==> src/sv/etk_pkg.sv <==
// Shared types and constants for the expression tokenizer.
// Depends on nothing; used by etk_scan and expression_tokenizer.
`default_nettype none

package etk_pkg;

    localparam longint unsigned ETK_MAX_TEXT_CHARS = 64'd65536;

    localparam int ETK_VALUE_W = 63;
    localparam int ETK_OFS_W   = 16;
    localparam int ETK_SLOTS   = 3;

    localparam logic [ETK_VALUE_W-1:0] ETK_VALUE_MAX = {ETK_VALUE_W{1'b1}};

    localparam logic [7:0] ETK_CH_PLUS   = 8'h2B;
    localparam logic [7:0] ETK_CH_MINUS  = 8'h2D;
    localparam logic [7:0] ETK_CH_LPAREN = 8'h28;
    localparam logic [7:0] ETK_CH_RPAREN = 8'h29;
    localparam logic [7:0] ETK_CH_ZERO   = 8'h30;

    typedef enum logic [2:0] {
        KIND_NUMBER   = 3'd0,
        KIND_OPERATOR = 3'd1,
        KIND_NAME     = 3'd2,
        KIND_LPAREN   = 3'd3,
        KIND_RPAREN   = 3'd4,
        KIND_EOF      = 3'd5,
        KIND_ERROR    = 3'd6
    } kind_t;

    typedef struct packed {
        kind_t                  kind;
        logic [ETK_VALUE_W-1:0] number_value;
        logic                   overflow;
        logic [ETK_OFS_W-1:0]   token_start;
        logic [ETK_OFS_W-1:0]   token_length;
        logic [7:0]             token_char;
        logic                   last_of_run;
    } token_t;

    function automatic token_t make_tok(
        input kind_t                  kind,
        input logic [ETK_VALUE_W-1:0] value,
        input logic                   ovf,
        input logic [ETK_OFS_W-1:0]   start,
        input logic [ETK_OFS_W-1:0]   len,
        input logic [7:0]             c
    );
        token_t t;
        t.kind         = kind;
        t.number_value = value;
        t.overflow     = ovf;
        t.token_start  = start;
        t.token_length = len;
        t.token_char   = c;
        t.last_of_run  = 1'b0;
        return t;
    endfunction

endpackage

`default_nettype wire

==> src/sv/expression_tokenizer.sv <==
// Top level of the expression tokenizer: input register, scanner, result buffer.
// Depends on etk_pkg and etk_scan.
//
//   channel | direction | word                        | handshake
//   --------+-----------+-----------------------------+-----------------
//   s_      | in        | one character + end flag    | s_valid/s_ready
//   m_      | out       | one token                   | m_valid/m_ready
//
// One character per cycle is taken when each yields at most one token and
// m_ready stays high; a character that yields several tokens holds the
// scanner until the result buffer, draining one word per cycle while m_ready
// is high, is down to its last token. The first token passes through the input
// register, then the result buffer, before it is offered on the m_ channel.
// Reset clears the scanner state, the input valid and the buffer count.
// A stall on m_ready backs up through the buffer into s_ready.
`default_nettype none

module expression_tokenizer
    import etk_pkg::*;
#(
    parameter longint unsigned MAX_TEXT_CHARS = ETK_MAX_TEXT_CHARS
) (
    input  wire logic                   aclk,
    input  wire logic                   aresetn,
    // character input
    input  wire logic                   s_valid,
    output logic                        s_ready,
    input  wire logic [7:0]             s_ch,
    input  wire logic                   s_end_of_text,
    // token output
    output logic                        m_valid,
    input  wire logic                   m_ready,
    output logic [2:0]                  m_kind,
    output logic [ETK_VALUE_W-1:0]      m_number_value,
    output logic                        m_overflow,
    output logic [ETK_OFS_W-1:0]        m_token_start,
    output logic [ETK_OFS_W-1:0]        m_token_length,
    output logic [7:0]                  m_token_char,
    output logic                        m_last_of_run
);

    // input register
    logic       in_valid_reg, in_valid_next;
    logic [7:0] ch_reg;
    logic       eot_reg;

    // result buffer: slot 0 drives the m_ ports
    token_t     slot_reg [ETK_SLOTS];
    token_t     slot_next [ETK_SLOTS];
    logic [1:0] count_reg, count_next;

    token_t     new_tok [ETK_SLOTS];
    logic [1:0] new_count;
    logic       pop;
    logic       take;

    etk_scan #(
        .MAX_TEXT_CHARS(MAX_TEXT_CHARS)
    ) u_scan (
        .aclk      (aclk),
        .aresetn   (aresetn),
        .take      (take),
        .ch        (ch_reg),
        .eot       (eot_reg),
        .tok       (new_tok),
        .tok_count (new_count)
    );

    assign m_valid = (count_reg != 2'd0);
    assign pop     = m_valid && m_ready;

    // Advance the scanner only when the buffer is empty after this cycle's pop.
    assign take    = in_valid_reg
                     && ((count_reg == 2'd0) || ((count_reg == 2'd1) && m_ready));
    assign s_ready = !in_valid_reg || take;

    always_comb begin
        in_valid_next = in_valid_reg;
        if (s_valid && s_ready) begin
            in_valid_next = 1'b1;
        end else if (take) begin
            in_valid_next = 1'b0;
        end
    end

    always_comb begin
        slot_next  = slot_reg;
        count_next = count_reg;
        if (take) begin
            // load the whole batch; a character with no tokens leaves it empty
            slot_next  = new_tok;
            count_next = new_count;
        end else if (pop) begin
            // shift toward the output slot
            for (int i = 0; i < ETK_SLOTS - 1; i++) begin
                slot_next[i] = slot_reg[i+1];
            end
            count_next = count_reg - 2'd1;
        end
    end

    always_ff @(posedge aclk) begin
        if (!aresetn) begin
            in_valid_reg <= 1'b0;
            count_reg    <= 2'd0;
        end else begin
            in_valid_reg <= in_valid_next;
            count_reg    <= count_next;
        end
    end

    // Hold payload; no reset needed.
    always_ff @(posedge aclk) begin
        if (s_valid && s_ready) begin
            ch_reg  <= s_ch;
            eot_reg <= s_end_of_text;
        end
        slot_reg <= slot_next;
    end

    assign m_kind         = slot_reg[0].kind;
    assign m_number_value = slot_reg[0].number_value;
    assign m_overflow     = slot_reg[0].overflow;
    assign m_token_start  = slot_reg[0].token_start;
    assign m_token_length = slot_reg[0].token_length;
    assign m_token_char   = slot_reg[0].token_char;
    assign m_last_of_run  = slot_reg[0].last_of_run;

endmodule

`default_nettype wire

==> src/sv/etk_scan.sv <==
// Scanner core: lexer state and the up to three tokens one character yields.
// Depends on etk_pkg.
`default_nettype none

module etk_scan
    import etk_pkg::*;
#(
    parameter longint unsigned MAX_TEXT_CHARS = ETK_MAX_TEXT_CHARS
) (
    input  wire logic       aclk,
    input  wire logic       aresetn,
    input  wire logic       take,
    input  wire logic [7:0] ch,
    input  wire logic       eot,
    output token_t          tok [ETK_SLOTS],
    output logic [1:0]      tok_count
);

    localparam int POS_W = $clog2(MAX_TEXT_CHARS);
    localparam logic [POS_W:0] LIMIT = MAX_TEXT_CHARS[POS_W:0];

    typedef enum logic [1:0] {
        MODE_IDLE,
        MODE_NUM,
        MODE_NAME,
        MODE_DISCARD
    } mode_t;

    mode_t                  mode_reg,  mode_next;
    logic [POS_W-1:0]       pos_reg,   pos_next;
    logic [POS_W-1:0]       start_reg, start_next;
    logic [ETK_VALUE_W-1:0] acc_reg,   acc_next;
    logic                   sat_reg,   sat_next;

    function automatic logic [ETK_OFS_W-1:0] span(
        input logic [POS_W-1:0] s,
        input logic [POS_W-1:0] e
    );
        logic [POS_W:0] d;
        d = {1'b0, e} - {1'b0, s};
        if (e < s) begin
            d = d + LIMIT;
        end
        return ETK_OFS_W'(d[POS_W-1:0]);
    endfunction

    always_comb begin
        logic [POS_W:0]         inc;
        logic [POS_W-1:0]       npos;
        logic [ETK_VALUE_W+3:0] prod;
        logic                   is_digit, is_alpha, is_space;
        token_t                 t [ETK_SLOTS];
        logic [1:0]             n;

        inc  = {1'b0, pos_reg} + 1'b1;
        npos = (inc >= LIMIT) ? '0 : inc[POS_W-1:0];

        is_digit = ch inside {[8'h30:8'h39]};
        is_alpha = ch inside {[8'h41:8'h5A], [8'h61:8'h7A]};
        is_space = ch inside {8'h20, [8'h09:8'h0D]};

        // acc * 10 + digit, wide enough to see the saturation point
        prod = ({4'b0, acc_reg} << 3) + ({4'b0, acc_reg} << 1)
             + (ETK_VALUE_W+4)'(ch - ETK_CH_ZERO);

        mode_next  = mode_reg;
        pos_next   = pos_reg;
        start_next = start_reg;
        acc_next   = acc_reg;
        sat_next   = sat_reg;
        n          = 2'd0;
        for (int i = 0; i < ETK_SLOTS; i++) begin
            t[i] = make_tok(KIND_EOF, '0, 1'b0, '0, '0, '0);
        end

        if (mode_reg == MODE_DISCARD) begin
            if (eot) begin
                mode_next  = MODE_IDLE;
                pos_next   = '0;
                start_next = '0;
                acc_next   = '0;
                sat_next   = 1'b0;
            end else begin
                pos_next = npos;
            end
        end else begin
            // close a pending number or name on the character that ends it
            if (mode_reg == MODE_NUM) begin
                if (is_digit) begin
                    if (prod[ETK_VALUE_W+3:ETK_VALUE_W] != '0) begin
                        acc_next = ETK_VALUE_MAX;
                        sat_next = 1'b1;
                    end else begin
                        acc_next = prod[ETK_VALUE_W-1:0];
                    end
                end else begin
                    t[n] = make_tok(KIND_NUMBER, acc_reg, sat_reg,
                                    ETK_OFS_W'(start_reg), span(start_reg, pos_reg), '0);
                    n = n + 2'd1;
                    mode_next = MODE_IDLE;
                end
            end else if (mode_reg == MODE_NAME) begin
                if (!is_alpha && !is_digit) begin
                    t[n] = make_tok(KIND_NAME, '0, 1'b0,
                                    ETK_OFS_W'(start_reg), span(start_reg, pos_reg), '0);
                    n = n + 2'd1;
                    mode_next = MODE_IDLE;
                end
            end

            if (mode_next == MODE_IDLE) begin
                if (is_space) begin
                    // skip
                end else if (is_digit) begin
                    mode_next  = MODE_NUM;
                    start_next = pos_reg;
                    acc_next   = ETK_VALUE_W'(ch - ETK_CH_ZERO);
                    sat_next   = 1'b0;
                end else if (ch == ETK_CH_PLUS || ch == ETK_CH_MINUS) begin
                    t[n] = make_tok(KIND_OPERATOR, '0, 1'b0, ETK_OFS_W'(pos_reg),
                                    ETK_OFS_W'(1), ch);
                    n = n + 2'd1;
                end else if (is_alpha) begin
                    mode_next  = MODE_NAME;
                    start_next = pos_reg;
                end else if (ch == ETK_CH_LPAREN) begin
                    t[n] = make_tok(KIND_LPAREN, '0, 1'b0, ETK_OFS_W'(pos_reg),
                                    ETK_OFS_W'(1), '0);
                    n = n + 2'd1;
                end else if (ch == ETK_CH_RPAREN) begin
                    t[n] = make_tok(KIND_RPAREN, '0, 1'b0, ETK_OFS_W'(pos_reg),
                                    ETK_OFS_W'(1), '0);
                    n = n + 2'd1;
                end else begin
                    t[n] = make_tok(KIND_ERROR, '0, 1'b0, ETK_OFS_W'(pos_reg),
                                    ETK_OFS_W'(1), ch);
                    n = n + 2'd1;
                    mode_next = MODE_DISCARD;
                end
            end

            if (eot) begin
                if (mode_next != MODE_DISCARD) begin
                    if (mode_next == MODE_NUM) begin
                        t[n] = make_tok(KIND_NUMBER, acc_next, sat_next,
                                        ETK_OFS_W'(start_next), span(start_next, npos), '0);
                        n = n + 2'd1;
                    end else if (mode_next == MODE_NAME) begin
                        t[n] = make_tok(KIND_NAME, '0, 1'b0,
                                        ETK_OFS_W'(start_next), span(start_next, npos), '0);
                        n = n + 2'd1;
                    end
                    t[n] = make_tok(KIND_EOF, '0, 1'b0, ETK_OFS_W'(npos), '0, '0);
                    n = n + 2'd1;
                end
                mode_next  = MODE_IDLE;
                pos_next   = '0;
                start_next = '0;
                acc_next   = '0;
                sat_next   = 1'b0;
            end else begin
                pos_next = npos;
            end
        end

        for (int i = 0; i < ETK_SLOTS; i++) begin
            t[i].last_of_run = (2'(i) == n - 2'd1);
        end

        tok       = t;
        tok_count = n;
    end

    always_ff @(posedge aclk) begin
        if (!aresetn) begin
            mode_reg  <= MODE_IDLE;
            pos_reg   <= '0;
            start_reg <= '0;
            acc_reg   <= '0;
            sat_reg   <= 1'b0;
        end else if (take) begin
            mode_reg  <= mode_next;
            pos_reg   <= pos_next;
            start_reg <= start_next;
            acc_reg   <= acc_next;
            sat_reg   <= sat_next;
        end
    end

endmodule

`default_nettype wire
==> config.mk <==
export PLATFORM = sky130hd
export DESIGN_NAME = expression_tokenizer
export DESIGN_NICKNAME = d
export VERILOG_FILES = /design/src/sv/etk_pkg.sv /design/src/sv/expression_tokenizer.sv /design/src/sv/etk_scan.sv
export SDC_FILE = /design/constraint.sdc
export NUM_CORES = 1
export LEC_CHECK = 0
export BUFFER_PORTS_ARGS = -buffer_cell sky130_fd_sc_hd__buf_2
export CORE_MARGIN = 2
export CORE_UTILIZATION = 35
export CTS_BUF_LIST = sky130_fd_sc_hd__clkbuf_4
export CTS_CLUSTER_SIZE = 30
export DETAILED_ROUTE_END_ITERATION = 8
export GPL_TIMING_DRIVEN = 0
export PLACE_DENSITY = 0.6
export RECOVER_POWER = 100
export SLEW_MARGIN = 30
export SYNTH_ARGS = -nofsm -noshare
export SYNTH_HDL_FRONTEND = slang
export SYNTH_HIERARCHICAL = 1
export SYNTH_SLANG_ARGS = --single-unit
==> constraint.sdc <==
create_clock -name aclk -period 12.4 [get_ports aclk]
set_input_delay 1.24 -clock aclk [delete_from_list [all_inputs] [get_ports aclk]]
set_output_delay 1.24 -clock aclk [all_outputs]
set_load 0.01 [all_outputs]
Yosys cells after proc, flatten, opt, wreduce, memory -nomap -nowiden

Index checks and enable logic that the tools add are counted.

Register bits after elaboration: 434
Bits of input ports: 13
Output and inout bits: 110
Logic and storage cells: 224

Add/sub/neg operators: 14
Magnitude comparators: 17
Equal/unequal tests: 15
Muxes and demuxes: 117
Bitwise gates (word level): 3
Reductions and logical operators: 28

Operators by type and width:

| kind                                                       | number |
|---|---|
| two-way mux 324 bit                                        | 16 |
| bitwise mux 324 bit                                        | 7 |
| two-way mux 108 bit                                        | 8 |
| demux 108 bit (select 2 bit)                               | 3 |
| two-way mux 63 bit                                         | 10 |
| two-way mux 216 bit                                        | 2 |
| two-way mux 16 bit                                         | 22 |
| two-way mux 2 bit                                          | 35 |
| adder 66 x 64 -> 67 bit                                    | 1 |
| adder 67 bit                                               | 1 |
| == test 8 x 6 -> 1 bit, second input constant              | 5 |
| adder 16 x 1 -> 16 bit, second input constant              | 2 |
| less-than comparator 16 bit                                | 2 |
| subtractor 16 bit                                          | 2 |
| subtractor 8 x 6 -> 9 bit, second input constant           | 2 |
| adder 16 x 1 -> 17 bit, second input constant              | 1 |
| >= comparator 17 bit, second input constant                | 1 |
| >= comparator 8 x 7 -> 1 bit, second input constant        | 2 |
| <= comparator 8 x 7 -> 1 bit, second input constant        | 2 |
| two-way mux 1 bit                                          | 14 |
| logical AND 1 bit                                          | 12 |
| nonzero test 2 bit                                         | 5 |
| >= comparator 3 bit, second input constant                 | 3 |
| less-than comparator 3 x 1 -> 1 bit, second input constant | 3 |
| other kinds (17)                                           | 33 |

Longest topological paths before layout

Word-level depth: 34
Mapped depth: 27
Depth with buffers taken out: 23

By module

The synthesis kept the hierarchy.

By module, submodules not included:

| module               | instances | cells an instance | area each (um^2) | seq. area each (um^2) |
|---|---|---|---|---|
| etk_scan             | 1         | 2273              | 15937.8          | 1961.9 |
| expression_tokenizer | 1         | 704               | 13985.9          | 10059.6 |

Worst setup path before layout

OpenSTA, ideal clock, no wires.

Path type: flip-flop to flip-flop
From: register ch_reg[4]
To: register slot_reg (netlist bit m_number_value[38]) (data pin)
Library setup time: 260 ps
Arrival: 9983 ps
Required time: 12140 ps
Slack: 2158 ps
Cell stages (with the launch flop): 19
Path buffers: 3
Period minus slack after synthesis: 10242 ps
Cells stage by stage: edfxtp_1 ha_1 nor3_1 fa_1 ha_1 buf_2 a21o_1 o21bai_4 a211oi_2 o21bai_1 or3_1 a211o_1 a32oi_2 o2111ai_2 buf_6 buf_6 o21ai_4 o21ai_1 mux2_2

RTL lines:

| what                   | line                        | RTL |
|---|---|---|
| start, declared        | expression_tokenizer.sv:44  | `logic [7:0] ch_reg;` |
| start signal, assigned | expression_tokenizer.sv:115 | `ch_reg <= s_ch;` |
| end signal, assigned   | expression_tokenizer.sv:118 | `slot_reg <= slot_next;` |
| end, declared          | expression_tokenizer.sv:48  | `token_t slot_reg [ETK_SLOTS];` |

Final worst setup path

From: register count_reg[0]
To: register u_scan.acc_reg[3]

Word-level cells in the longest chain between the ends: 5
Elaborated cells between the ends (all ways): 6
Those cells by class: 1 x eq/ne; 5 x reduce/logical

RTL lines:

| what                              | line                        | RTL |
|---|---|---|
| start, declared                   | expression_tokenizer.sv:50  | `logic [1:0] count_reg, count_next;` |
| start signal, assigned            | expression_tokenizer.sv:108 | `count_reg <= count_next;` |
| == test 2 x 1 -> 1 bit            | expression_tokenizer.sv:74  | `&& ((count_reg == 2'd0) \|\| ((count_reg == 2'd1) && m_ready));` |
| logical AND 1 bit                 | expression_tokenizer.sv:74  |  |
| logical OR 1 bit (*)              | expression_tokenizer.sv:74  |  |
| logical AND 1 bit (*)             | expression_tokenizer.sv:74  |  |
| via take                          | expression_tokenizer.sv:55  | `logic take;` |
| AND reduction 2 bit (no line) (*) | n/a                         |  |
| end signal, assigned              | etk_scan.sv:185             | `acc_reg <= acc_next;` |
| end, declared                     | etk_scan.sv:32              | `logic [ETK_VALUE_W-1:0] acc_reg, acc_next;` |

The timed path passes the listed nets; every way through them passes the cells marked *.
A chain may end at the register's enable or synchronous reset.

==> flow_metrics.env <==
export IMPL_status="finished with violations"
export IMPL_violations="capacitance limit, slew limit"
export IMPL_synth_ff_type="edfxtp_1"
export IMPL_slew_violations=340
export IMPL_cts_buffers=121
export IMPL_ir_drop_uv=108.6
export IMPL_num_vias=23820
export IMPL_path_class="flip-flop to flip-flop"
export IMPL_die_area_um2=87850
export IMPL_avgSynthCellArea_um2=10.05
export IMPL_final_setup_tns_ps=0
export IMPL_max_stage_delay_ps=2320
export IMPL_fin_nets=3432
export IMPL_dp_hpwl_mm=66.65
export IMPL_dieHeight_um=296.4
export IMPL_synth_warnings=6
export IMPL_end_kind="flip-flop"
export IMPL_clkLatencyLatePin_ps=940
export IMPL_core_area_um2=84880
export IMPL_syn_cell_area_um2=29920
export IMPL_critPathRequiredTime_ps=13260
export IMPL_crit_top_cell="clkbuf_1"
export IMPL_grt_pass1_vias=23750
export IMPL_max_freq_ghz=0.1047
export IMPL_critPathTopFamily="buffers and inverters"
export IMPL_antenna_found_initial=2
export IMPL_largest_register_ff_count=216
export IMPL_cts_resized=0
export IMPL_slew_limit_headroom=-1.585
export IMPL_hold_class="flip-flop to flip-flop"
export IMPL_cts_sinks=434
export IMPL_synth_cell_type_count=101
export IMPL_worstSetupStartpointType="flip-flop"
export IMPL_grt_usage=0.2028
export IMPL_drt_pass1_iterations=5
export IMPL_vias_per_cell=5.303
export IMPL_period_share=0.7705
export IMPL_finalPower_w=0.005224
export IMPL_place_ws_ps=4957
export IMPL_ys_seq_area_frac=0.4017
export IMPL_drt_initial_drc_count=1763
export IMPL_grt_setup_unrepaired="false"
export IMPL_setup_viol=0
export IMPL_fin_crit_ps=9554
export IMPL_synth_cells=2977
export IMPL_io_pins=123
export IMPL_worst_path_max_delay_cell="clkinvlp_2"
export IMPL_powerDensity_nw_per_um2=156.1
export IMPL_critPathMaxFanout=59
export IMPL_wirelength_mm=89.77
export IMPL_root_buffer="clkbuf_4"
export IMPL_drc_errors=0
export IMPL_cap_violations=6
export IMPL_grt_pass1_wl_mm=137.5
export IMPL_cts_hold_buf=0
export IMPL_path_cells="inv_1 -> ha_1 -> a21oi_1 -> nand2b_1 -> clkbuf_1 -> clkbuf_1 -> clkinvlp_2 -> clkbuf_1 -> clkbuf_1 -> o21ai_0 -> clkbuf_1 -> clkbuf_1 -> nand2_1 -> a22oi_1"
export IMPL_grt_max_degree=72
export IMPL_row_count=107
export IMPL_htree_levels=3
export IMPL_synth_edf_count=333
export IMPL_hold_viol=0
export IMPL_clockBufferDepth=3
export IMPL_crit_buf_inv=8
export IMPL_whs_ps=502.0
export IMPL_path_clk_slew_ps=70
export IMPL_synth_seq_cells=434
export IMPL_drive_gt1_frac=0.2030
export IMPL_fp_dieW_um=296.4
export IMPL_initial_core_util=0.3525
export IMPL_postCtsSetupBuffers=0
export IMPL_worstMarginPinSlew_ps=3878
export IMPL_arrival_ps=10420
export IMPL_power_leakage_nw=12.97
export IMPL_setup_slack_ps=2846
export IMPL_synthArstFlopShare=0
export IMPL_area_growth_pct=11.83
export IMPL_grt_ovfl_total=0
export IMPL_gp_congestion=0.9162
export IMPL_postLayoutCoreUtil=0.3943
export IMPL_clock_skew_ps=70.51
export IMPL_port_buffers=122
export IMPL_ant_nets=0
export IMPL_routedWlPerCell_um=19.99
export IMPL_cts_tree="yes"
-- path summary, 6_finish.rpt --
path	startpoint	endpoint	slack (ps)	depth (start not counted)
setup / recovery	count_reg[0]$_SDFFE_PN0P_	u_scan/acc_reg[3]$_SDFFE_PN0P_	2850	14
hold / removal	u_scan/sat_reg$_SDFFE_PN0P_	u_scan/sat_reg$_SDFFE_PN0P_	500	2
setup reg to reg	count_reg[0]$_SDFFE_PN0P_	u_scan/acc_reg[3]$_SDFFE_PN0P_	2850	14
hold reg to reg	u_scan/sat_reg$_SDFFE_PN0P_	u_scan/sat_reg$_SDFFE_PN0P_	500	2
-- worst reg2reg max path, delay by kind of cell (launching register included) --
family,cells,cell delay [ps]
adders and majority gates,1,230
and+or+nand+nor,2,580
DFF,1,400
buffers and inverters,8,7540
AOI/OAI and AO/OA,3,770
-- cells in the final DEF (no fill, tap or decap), drive strengths merged, types with 19 or more instances in the layout --
cell type | Yosys | routed
a211oi | 21 | 21
a21o | 91 | 91
a21oi | 172 | 172
a221oi | 24 | 24
a22oi | 29 | 29
a31oi | 25 | 25
and2 | 34 | 34
and3 | 19 | 19
buf | 170 | 175
clkbuf | 122 | 435
clkinv | 1 | 38
dfxtp | 101 | 101
edfxtp | 333 | 333
fa | 64 | 64
ha | 113 | 113
inv | 86 | 86
mux2 | 219 | 219
nand2 | 276 | 276
nand2b | 21 | 21
nand3 | 43 | 43
nand4 | 29 | 29
nor2 | 276 | 276
nor2b | 48 | 48
nor3 | 52 | 52
o21ai | 281 | 281
o21bai | 22 | 22
xnor2 | 50 | 50
xor2 | 39 | 39
-- metrics by stage --
| step | instances | cell area, um2 |
|---|---|---|
| after floorplan | 2984 | 29950 |
| after global placement | 4250 | 31990 |
| after detailed placement | 4263 | 32210 |
| after CTS | 4489 | 33830 |
| after global routing | 4492 | 33460 |
| final | 4492 | 33460 |
-- kinds of logic after synthesis --
kind of cell / count (synthesis) / share of synthesized area
simple gates: 867 / 0.1338
other cells: 1 / 0.0001253
flops: 434 / 0.4017
compound gates: 794 / 0.1806
fa+ha+maj: 177 / 0.09007
mux: 236 / 0.09073
buf+inv: 379 / 0.07694
xor+xnor: 89 / 0.02605
-- layout make-up --
| class | count | area [um2] |
|---|---|---|
| clock inverters | 43 | 239.0 |
| clock buffers | 183 | 1374 |
| well taps | 1144 | 1431 |
| repair buffers | 135 | 588.1 |
| inverters | 87 | 327.8 |
| multi-input cells | 2171 | 15530 |
| diodes | 3 | 7.507 |
| plain buffers | 292 | 1944 |
| fillers | 8645 | 51410 |
| flip-flops and latches | 434 | 12020 |
-- cells in the mapped netlist, drive strengths merged (17+ instances only) --
library cell  count  area share
and2             34      0.0071
mux2i            17      0.0057
nand4            29      0.0061
a22oi            29      0.0077
o21bai           22      0.0059
o21a             18      0.0045
a31oi            25      0.0052
xor2             39       0.011
nor2b            48       0.010
o31ai            18      0.0045
a21oi           172       0.029
dfxtp           101       0.068
xnor2            50       0.015
fa               64       0.043
buf             170       0.050
inv              86       0.011
and3             19      0.0040
clkbuf          122       0.016
mux2            219       0.085
ha              113       0.047
nand2           276       0.035
nor2            276       0.035
a211oi           21      0.0059
a21o             91       0.023
nand3            43      0.0072
o21ai           281       0.059
a221oi           24      0.0074
nor3             52      0.0090
or3              18      0.0038
nand2b           21      0.0046
edfxtp          333        0.33
-- per-layer routing --
metal	routed length, um	global-route usage	up-vias	share of wire
met4	2953	0.07046	0	0.033
met3	5100	0.03556	186	0.057
met5	0	0	-	0
met2	44370	0.3539	750	0.49
met1	37350	0.2515	11590	0.42
li1	-	-	11300	-
-- report_power, final --
part	total (W)	internal, W	switching, W
combinational	0.00166	0.000681	0.000983
sequential	0.00219	0.00209	0.000101
clock	0.00137	0.000715	0.000655
total	0.00522	0.00349	0.00174
Power figures use the tool's default switching activity.
